File: config.mk
export PLATFORM = sky130hd
export DESIGN_NAME = ring_buffer_deque
export DESIGN_NICKNAME = d
export VERILOG_FILES = /design/src/rtl/rbd_pkg.sv /design/src/rtl/rbd_ram.sv /design/src/rtl/ring_buffer_deque.sv
export SDC_FILE = /design/constraint.sdc
export NUM_CORES = 1
export LEC_CHECK = 0
export BUFFER_PORTS_ARGS = -buffer_cell sky130_fd_sc_hd__buf_2
export CAP_MARGIN = 20
export CELL_PAD_IN_SITES_DETAIL_PLACEMENT = 0
export CELL_PAD_IN_SITES_GLOBAL_PLACEMENT = 1
export CORE_UTILIZATION = 49
export CTS_CLUSTER_DIAMETER = 30
export CTS_CLUSTER_SIZE = 40
export DETAILED_ROUTE_END_ITERATION = 7
export HOLD_SLACK_MARGIN = 0.06
export PLACE_DENSITY = 0.77
export SYNTH_ARGS = -nofsm -noshare
export SYNTH_HDL_FRONTEND = slang
export SYNTH_SLANG_ARGS = --single-unit
export TNS_END_PERCENT = 30
File: constraint.sdc
create_clock -name clk -period 4.5 [get_ports clk]
set_input_delay 0.45 -clock clk [delete_from_list [all_inputs] [get_ports clk]]
set_output_delay 0.45 -clock clk [all_outputs]
set_load 0.03 [all_outputs]
File: src/rtl/rbd_pkg.sv
// Package for the ring buffer deque: field widths, opcodes, status codes and defaults.
`default_nettype none

package rbd_pkg;

	localparam int DEF_SLOTS     = 16;
	localparam int DEF_ELEM_BITS = 32;

	localparam int CAP_W    = 4;
	localparam int OPC_W    = 3;
	localparam int VAL_W    = 32;
	localparam int OFF_W    = 4;
	localparam int STAT_W   = 2;
	localparam int OCC_W    = 4;
	localparam int IN_BITS  = OPC_W + VAL_W + OFF_W;
	localparam int OUT_BITS = STAT_W + VAL_W + OCC_W;
	localparam int IN_W     = ((IN_BITS + 7) / 8) * 8;
	localparam int OUT_W    = ((OUT_BITS + 7) / 8) * 8;

	localparam logic [CAP_W-1:0] CAP_RESET = 4'd15;

	typedef enum logic [OPC_W-1:0] {
		OP_PUSH_LEFT  = 3'd0,
		OP_PUSH_RIGHT = 3'd1,
		OP_POP_LEFT   = 3'd2,
		OP_POP_RIGHT  = 3'd3,
		OP_READ_LEFT  = 3'd4,
		OP_READ_RIGHT = 3'd5
	} opcode_t;

	typedef enum logic [STAT_W-1:0] {
		ST_OK    = 2'd0,
		ST_FULL  = 2'd1,
		ST_EMPTY = 2'd2,
		ST_RANGE = 2'd3
	} status_t;

endpackage

`default_nettype wire

File: src/rtl/rbd_ram.sv
// Generic single-port-write, single-port-read RAM with registered read data.
`default_nettype none

module rbd_ram #(
	parameter int WIDTH = 32,
	parameter int DEPTH = 16
) (
	input  wire logic                     clk,
	input  wire logic                     we,
	input  wire logic [$clog2(DEPTH)-1:0] waddr,
	input  wire logic [WIDTH-1:0]         wdata,
	input  wire logic                     re,
	input  wire logic [$clog2(DEPTH)-1:0] raddr,
	output      logic [WIDTH-1:0]         rdata
);

	logic [WIDTH-1:0] mem_q [DEPTH];
	logic [WIDTH-1:0] rdata_q;

	always_ff @(posedge clk) begin
		if (we) begin
			mem_q[waddr] <= wdata;
		end
		// read data holds while re is low
		if (re) begin
			rdata_q <= mem_q[raddr];
		end
	end

	assign rdata = rdata_q;

endmodule

`default_nettype wire

File: src/rtl/ring_buffer_deque.sv
// Ring buffer deque: a double-ended queue of up to capacity elements in a circular RAM.
// One beat is taken per clock cycle unless the output stalls; each result passes through the
// RAM read register and then the output register. Pointers and the count are updated in the
// accept cycle, so a pop or read issued right after a push sees the new entry through the RAM.
// Writing capacity empties the deque; element contents stay. The RAM depth is min(SLOTS, 16)
// entries, at most min(SLOTS - 1, 15) usable; the ring modulus is effective capacity plus one.
`default_nettype none

module ring_buffer_deque
	import rbd_pkg::*;
#(
	parameter int SLOTS     = DEF_SLOTS,
	parameter int ELEM_BITS = DEF_ELEM_BITS
) (
	input  wire logic              clk,
	input  wire logic              arst_n,
	input  wire logic              s_tvalid,
	output      logic              s_tready,
	input  wire logic [IN_W-1:0]   s_tdata,   // opcode, push_value, offset, zero pad
	output      logic              m_tvalid,
	input  wire logic              m_tready,
	output      logic [OUT_W-1:0]  m_tdata,   // status, read_value, occupancy, zero pad
	input  wire logic              cfg_we,
	input  wire logic [CAP_W-1:0]  cfg_wdata  // capacity
);

	localparam int CAP_MAX = (SLOTS - 1 < 15) ? SLOTS - 1 : 15;
	localparam int DEPTH   = CAP_MAX + 1;
	localparam int PTR_W   = $clog2(DEPTH);
	localparam int SUM_W   = CAP_W + 1;

	// registers
	logic [CAP_W-1:0]  cap_q;
	logic [PTR_W-1:0]  lp_q, rp_q;
	logic [OCC_W-1:0]  cnt_q;
	logic              valid_s1;
	logic              use_rd_s1;
	status_t           status_s1;
	logic [OCC_W-1:0]  occ_s1;
	logic              out_valid_q;
	logic [OUT_W-1:0]  out_data_q;

	// input fields
	opcode_t           op;
	logic [VAL_W-1:0]  push_value;
	logic [OFF_W-1:0]  offset;

	logic              acc, out_free, s1_adv;
	logic [CAP_W-1:0]  cap_eff;
	logic [SUM_W-1:0]  m5, lp5, rp5, off5;
	logic [SUM_W-1:0]  lp_dec, rp_dec, lp_inc, rp_inc, rdl_sum, rdr_sum, rdl_idx, rdr_idx;

	logic              ram_we;
	logic [PTR_W-1:0]  ram_waddr, ram_raddr;
	logic [ELEM_BITS-1:0] ram_wdata, ram_rdata;

	status_t           nx_status;
	logic              nx_use_rd;
	logic [PTR_W-1:0]  nx_lp, nx_rp;
	logic [OCC_W-1:0]  nx_cnt;
	logic [VAL_W-1:0]  rd_val;

	assign op         = opcode_t'(s_tdata[OPC_W-1:0]);
	assign push_value = s_tdata[OPC_W+VAL_W-1:OPC_W];
	assign offset     = s_tdata[OPC_W+VAL_W+OFF_W-1:OPC_W+VAL_W];

	assign out_free = !out_valid_q || m_tready;
	assign s1_adv   = valid_s1 && out_free;
	assign s_tready = !valid_s1 || s1_adv;
	assign acc      = s_tvalid && s_tready;

	assign cap_eff = (cap_q > CAP_W'(CAP_MAX)) ? CAP_W'(CAP_MAX) : cap_q;
	assign m5      = SUM_W'(cap_eff) + SUM_W'(1);
	assign lp5     = SUM_W'(lp_q);
	assign rp5     = SUM_W'(rp_q);
	assign off5    = SUM_W'(offset);

	// wraps: for in-range offsets every operand stays below twice the modulus
	assign lp_dec  = (lp_q == '0) ? SUM_W'(cap_eff) : lp5 - SUM_W'(1);
	assign rp_dec  = (rp_q == '0) ? SUM_W'(cap_eff) : rp5 - SUM_W'(1);
	assign lp_inc  = (lp5 + SUM_W'(1) >= m5) ? '0 : lp5 + SUM_W'(1);
	assign rp_inc  = (rp5 + SUM_W'(1) >= m5) ? '0 : rp5 + SUM_W'(1);
	assign rdl_sum = lp5 + off5;
	assign rdl_idx = (rdl_sum >= m5) ? rdl_sum - m5 : rdl_sum;
	assign rdr_sum = rp5 + m5 - off5 - SUM_W'(1);
	assign rdr_idx = (rdr_sum >= m5) ? rdr_sum - m5 : rdr_sum;

	always_comb begin
		nx_status = ST_OK;
		nx_use_rd = 1'b0;
		nx_lp     = lp_q;
		nx_rp     = rp_q;
		nx_cnt    = cnt_q;
		ram_we    = 1'b0;
		ram_waddr = rp_q;
		ram_raddr = lp_q;
		unique case (op)
			OP_PUSH_LEFT: begin
				ram_waddr = PTR_W'(lp_dec);
				if (cnt_q >= cap_eff) begin
					nx_status = ST_FULL;
				end else begin
					ram_we = acc;
					nx_lp  = PTR_W'(lp_dec);
					nx_cnt = cnt_q + OCC_W'(1);
				end
			end
			OP_PUSH_RIGHT: begin
				ram_waddr = rp_q;
				if (cnt_q >= cap_eff) begin
					nx_status = ST_FULL;
				end else begin
					ram_we = acc;
					nx_rp  = PTR_W'(rp_inc);
					nx_cnt = cnt_q + OCC_W'(1);
				end
			end
			OP_POP_LEFT: begin
				ram_raddr = lp_q;
				if (cnt_q == '0) begin
					nx_status = ST_EMPTY;
				end else begin
					nx_use_rd = 1'b1;
					nx_lp     = PTR_W'(lp_inc);
					nx_cnt    = cnt_q - OCC_W'(1);
				end
			end
			OP_POP_RIGHT: begin
				ram_raddr = PTR_W'(rp_dec);
				if (cnt_q == '0) begin
					nx_status = ST_EMPTY;
				end else begin
					nx_use_rd = 1'b1;
					nx_rp     = PTR_W'(rp_dec);
					nx_cnt    = cnt_q - OCC_W'(1);
				end
			end
			OP_READ_LEFT: begin
				ram_raddr = PTR_W'(rdl_idx);
				if (offset >= cnt_q) nx_status = ST_RANGE;
				else nx_use_rd = 1'b1;
			end
			OP_READ_RIGHT: begin
				ram_raddr = PTR_W'(rdr_idx);
				if (offset >= cnt_q) nx_status = ST_RANGE;
				else nx_use_rd = 1'b1;
			end
			default: begin
			end
		endcase
	end

	assign ram_wdata = ELEM_BITS'(push_value);

	rbd_ram #(
		.WIDTH (ELEM_BITS),
		.DEPTH (DEPTH)
	) u_ram (
		.clk   (clk),
		.we    (ram_we),
		.waddr (ram_waddr),
		.wdata (ram_wdata),
		.re    (acc),
		.raddr (ram_raddr),
		.rdata (ram_rdata)
	);

	always_ff @(posedge clk or negedge arst_n) begin
		if (!arst_n) begin
			cap_q <= CAP_RESET;
			lp_q  <= '0;
			rp_q  <= '0;
			cnt_q <= '0;
		end else if (cfg_we) begin
			cap_q <= cfg_wdata;
			lp_q  <= '0;
			rp_q  <= '0;
			cnt_q <= '0;
		end else if (acc) begin
			lp_q  <= nx_lp;
			rp_q  <= nx_rp;
			cnt_q <= nx_cnt;
		end
	end

	always_ff @(posedge clk or negedge arst_n) begin
		if (!arst_n) begin
			valid_s1    <= 1'b0;
			out_valid_q <= 1'b0;
		end else begin
			if (acc) valid_s1 <= 1'b1;
			else if (s1_adv) valid_s1 <= 1'b0;
			if (s1_adv) out_valid_q <= 1'b1;
			else if (m_tready) out_valid_q <= 1'b0;
		end
	end

	always_ff @(posedge clk) begin
		if (acc) begin
			use_rd_s1 <= nx_use_rd;
			status_s1 <= nx_status;
			occ_s1    <= nx_cnt;
		end
	end

	assign rd_val = use_rd_s1 ? VAL_W'(ram_rdata) : '0;

	always_ff @(posedge clk) begin
		if (s1_adv) begin
			out_data_q <= OUT_W'({occ_s1, rd_val, status_s1});
		end
	end

	assign m_tvalid = out_valid_q;
	assign m_tdata  = out_data_q;

	// count never exceeds the effective capacity
	a_cnt_bound: assert property (@(posedge clk) disable iff (!arst_n)
		cnt_q <= cap_eff)
		else $error("element count above capacity");

	// an accepted push that is not full, with no capacity write, grows the count by one
	a_push_grows: assert property (@(posedge clk) disable iff (!arst_n)
		acc && !cfg_we && (op == OP_PUSH_LEFT || op == OP_PUSH_RIGHT) && cnt_q < cap_eff
		|=> cnt_q == $past(cnt_q) + OCC_W'(1))
		else $error("push did not advance count");

	// read data is only returned with an ok status
	a_rd_ok: assert property (@(posedge clk) disable iff (!arst_n)
		valid_s1 && use_rd_s1 |-> status_s1 == ST_OK)
		else $error("read data flagged with error status");

	// a held result stage stays put while the output is blocked
	a_s1_hold: assert property (@(posedge clk) disable iff (!arst_n)
		valid_s1 && !out_free |=> valid_s1 && $stable(occ_s1))
		else $error("pending beat lost under back-pressure");

endmodule

`default_nettype wire

==> results.cfg <==
[worst_setup_path]
reg2reg_slack_ns = -0.08
path_class = flip-flop to flip-flop
start_kind = flip-flop
rr_endpoint = u_ram.rdata[20]
critPathRequiredTime_ns = 4.86
crit_fanout = 6
r2r_start = cap_q[0]
critPathArrivalTime_ns = 4.94
reg2reg_depth = 16
end_kind = flip-flop

[synthesis]
synth_seq_cells = 607
yosys.cell_types.count = 55
synth_cells = 1256
synth_top_area_share_pct = 71.1
synth_top_area_cell = edfxtp_1
ys_warn_count = 0
synth-edff-count = 589
synth-async-reset-ratio_pct = 2.97
netlist_area_um2 = 24900
ys_dominant_reg_cell = edfxtp_1
seq_area_frac_synth_pct = 72.9
synth_area_leaders = edfxtp_1, mux4_2, mux2i_1
syn_area_per_cell_um2 = 19.8

[global_route]
grt_max_degree = 39
grt_pass1_wl_mm = 83.4
antenna_found_initial = 3
first_global_vias = 13386
grt.overflow.total = 0
track_usage_pct = 22.4

[hold_path]
worstHoldStart = cfg_wdata[1]
hold_depth = 3
holdPathEnd = cap_q[1]
min_path_type = input port to flip-flop

[flow_run]
cap_violations = 0

[placed_design]
placed_area_um2 = 26900
gp_congestion = 0.856
placed_cells = 2040
io_buffers = 87
dp.final_hpwl_mm = 29.4

[timing]
period_needed_ns = 4.58
rsz0062_at_grt = true
fmax_mhz = 218
timing_hold_violations_final = 0
tns_ns = -0.835
slew_violations = 0
max_slew.worst_pin.slew_ns = 0.745
period_share_pct = 102
fin_ws_ns = -0.0800
finalSetupViolations = 26
fin_skew_ns = 0.0340
relSlewSlack_pct = 50.2

[floorplanning]
core_area_um2 = 50100
chipHeight_um = 227
start_util_pct = 49.7
die_w_um = 227
dieArea_um2 = 51700
num_io_pins = 91
rows = 82

[pwr]
leakagePower_nw = 11.0
p_per_area_nw_per_um2 = 547
ir_drop_mv = 0.327

[detailed_routing]
drt_wl_total_mm = 56.3
vias_per_cell = 5.70
wl_per_cell_um = 24.8
dr.first_iter.drc_count = 1130
vias = 12952
first_pass_iters = 5
post-route-drc-count = 0
antenna_left = 0

[outcome]
violations = negative setup slack
status = finished, violations left

[finish]
finalInstanceArea_um2 = 31400
layout-drive-gt1-share_pct = 34.2
multiInputGateArea_um2 = 6590
ff_latch_area_um2 = 18100
syn2layout_area_growth_pct = 26.3
fillers = 3466
instances_no_fill = 2273
nets = 1610

[clock_network]
htree_levels = 3
cts_made_buffers = 113
insertion_delay_ns = 0.64
clockBufferDepth = 3
clkSinkCount = 607
cts_tree = built
cts-root-buf = clkbuf_16
clkTransAtPathRegs_ns = 0.05
## synthesized netlist by cell type, types with 4 or more instances
library cell	number
inv_1	35
mux4_2	128
nor3_1	10
edfxtp_1	589
buf_6	14
xor2_1	4
ha_1	43
fa_1	8
and2_1	33
nor2_1	51
nand2b_1	15
o21ai_0	19
clkbuf_1	15
buf_2	22
a211oi_1	11
nand3_1	6
o21a_1	4
nor2b_1	4
a22oi_1	4
nand2_1	27
xnor2_1	12
mux2i_1	104
dfstp_2	4
a21oi_1	20
a21o_1	15
dfrtp_1	14
## worst max-delay path: stages, from the launching register on
cell	delay, ns
dfstp_2	0.55
ha_4	0.21
fa_1	0.49
ha_2	0.19
fa_2	0.48
ha_4	0.30
buf_6	0.10
a31oi_2	0.08
o21a_4	0.25
mux2i_4	0.19
o21ai_4	0.14
buf_12	0.16
buf_16	0.16
buf_12	0.14
mux4_2	0.54
mux2i_2	0.20
mux2i_2	0.12
## logic make-up (layout without fill, tap and decap cells)
group / after synthesis / in the layout / share of synthesized area, %
buffers and inverters: 89 / 431 / 1.91
other: 1 / 4 / 0.0151
xor gates and xnor gates: 16 / 16 / 0.563
DFF: 607 / 607 / 72.9
AOI/OAI and AO/OA: 92 / 92 / 2.47
and+or+nand+nor: 166 / 166 / 3.44
muxes: 234 / 234 / 15.9
adders and majority gates: 51 / 51 / 2.81
## metal layers
layer	vias up	global-route usage (%)	part of all wire [%]
li1	5645	-	-
met1	6732	30.9	42
met2	471	36.2	49
met3	100	4.30	6.6
met4	4	7.06	1.9
met5	-	0	0.043
## placed cells by master, fill, tap and decap left out, types with 16 or more instances in the layout
cell,netlist,layout
and2_1,33,32
o21ai_0,19,19
inv_1,35,33
bufinv_16,0,17
clkbuf_16,0,120
nor2_1,51,34
a21oi_1,20,19
buf_12,0,28
clkinv_2,0,26
ha_1,43,38
edfxtp_1,589,589
clkinv_1,0,16
buf_2,22,87
mux2i_1,104,95
nand2_1,27,27
nor2_4,0,17
buf_4,2,49
mux4_2,128,128
## where the power goes
group          internal [W]  switching, W  total [W]
clock network       0.00558       0.00272    0.00830
logic               0.00126       0.00118    0.00244
registers           0.00640     0.0000476    0.00645
total                0.0132       0.00395     0.0172
## per-stage QoR
| step | util (%) | power, W | worst slack [ns] | hold slack (ns) |
|---|---|---|---|---|
| floorplan | - | 0.00800 | 0.0279 | 0.154 |
| global placement | 53.8 | 0.00862 | -0.326 | 0.407 |
| detailed placement | 53.8 | 0.00866 | -0.315 | 0.405 |
| CTS | 62.0 | 0.0172 | -0.180 | 0.0756 |
| global route | 62.7 | 0.0178 | -0.216 | 0.0969 |
| finish | 62.7 | 0.0172 | -0.0800 | 0.0987 |
## flip-flops by register name, indices dropped and copies added (netlist names)
signal / flops
u_ram.mem_q: 512
m_tvalid: 1
cap_q: 4
m_tdata: 38
lp_q: 4
u_ram.rdata: 32
use_rd_s1: 1
rp_q: 4
cnt_q: 4
valid_s1: 1
status_s1: 2
occ_s1: 4
## how the worst max path moves through the flow
stage | start | end | slack (ns) | cells past startpoint
2_1_floorplan | cap_q[0] | u_ram.rdata[11] | 0.03 | 15
3_3_place_gp | cap_q[0] | u_ram.rdata[26] | -0.33 | 15
3_5_place_dp | cap_q[0] | u_ram.rdata[26] | -0.32 | 15
4_1_cts | cap_q[1] | u_ram.rdata[20] | -0.18 | 17
5_1_grt | cap_q[0] | u_ram.rdata[20] | -0.22 | 16
6_report | cap_q[0] | u_ram.rdata[20] | -0.08 | 16
## layout make-up
cell class,count,area share [%]
clock inverter,77,2.83
clock buffer,127,9.27
tap,672,2.68
timing repair buffer,192,6.03
sequential,607,57.8
antenna,2,0.0159
inverter,35,0.418
multi-input combinational,561,21.0
## repair_timing
action,in CTS,in global routing
endpoints found under the hold margin,17,0
setup buffers,7,8
endpoints found under the setup margin,32,32
pin swaps,6,12
hold buffers,4,0
resized for setup,22,29
gates cloned,3,6
(Power assumes the default switching activity.)
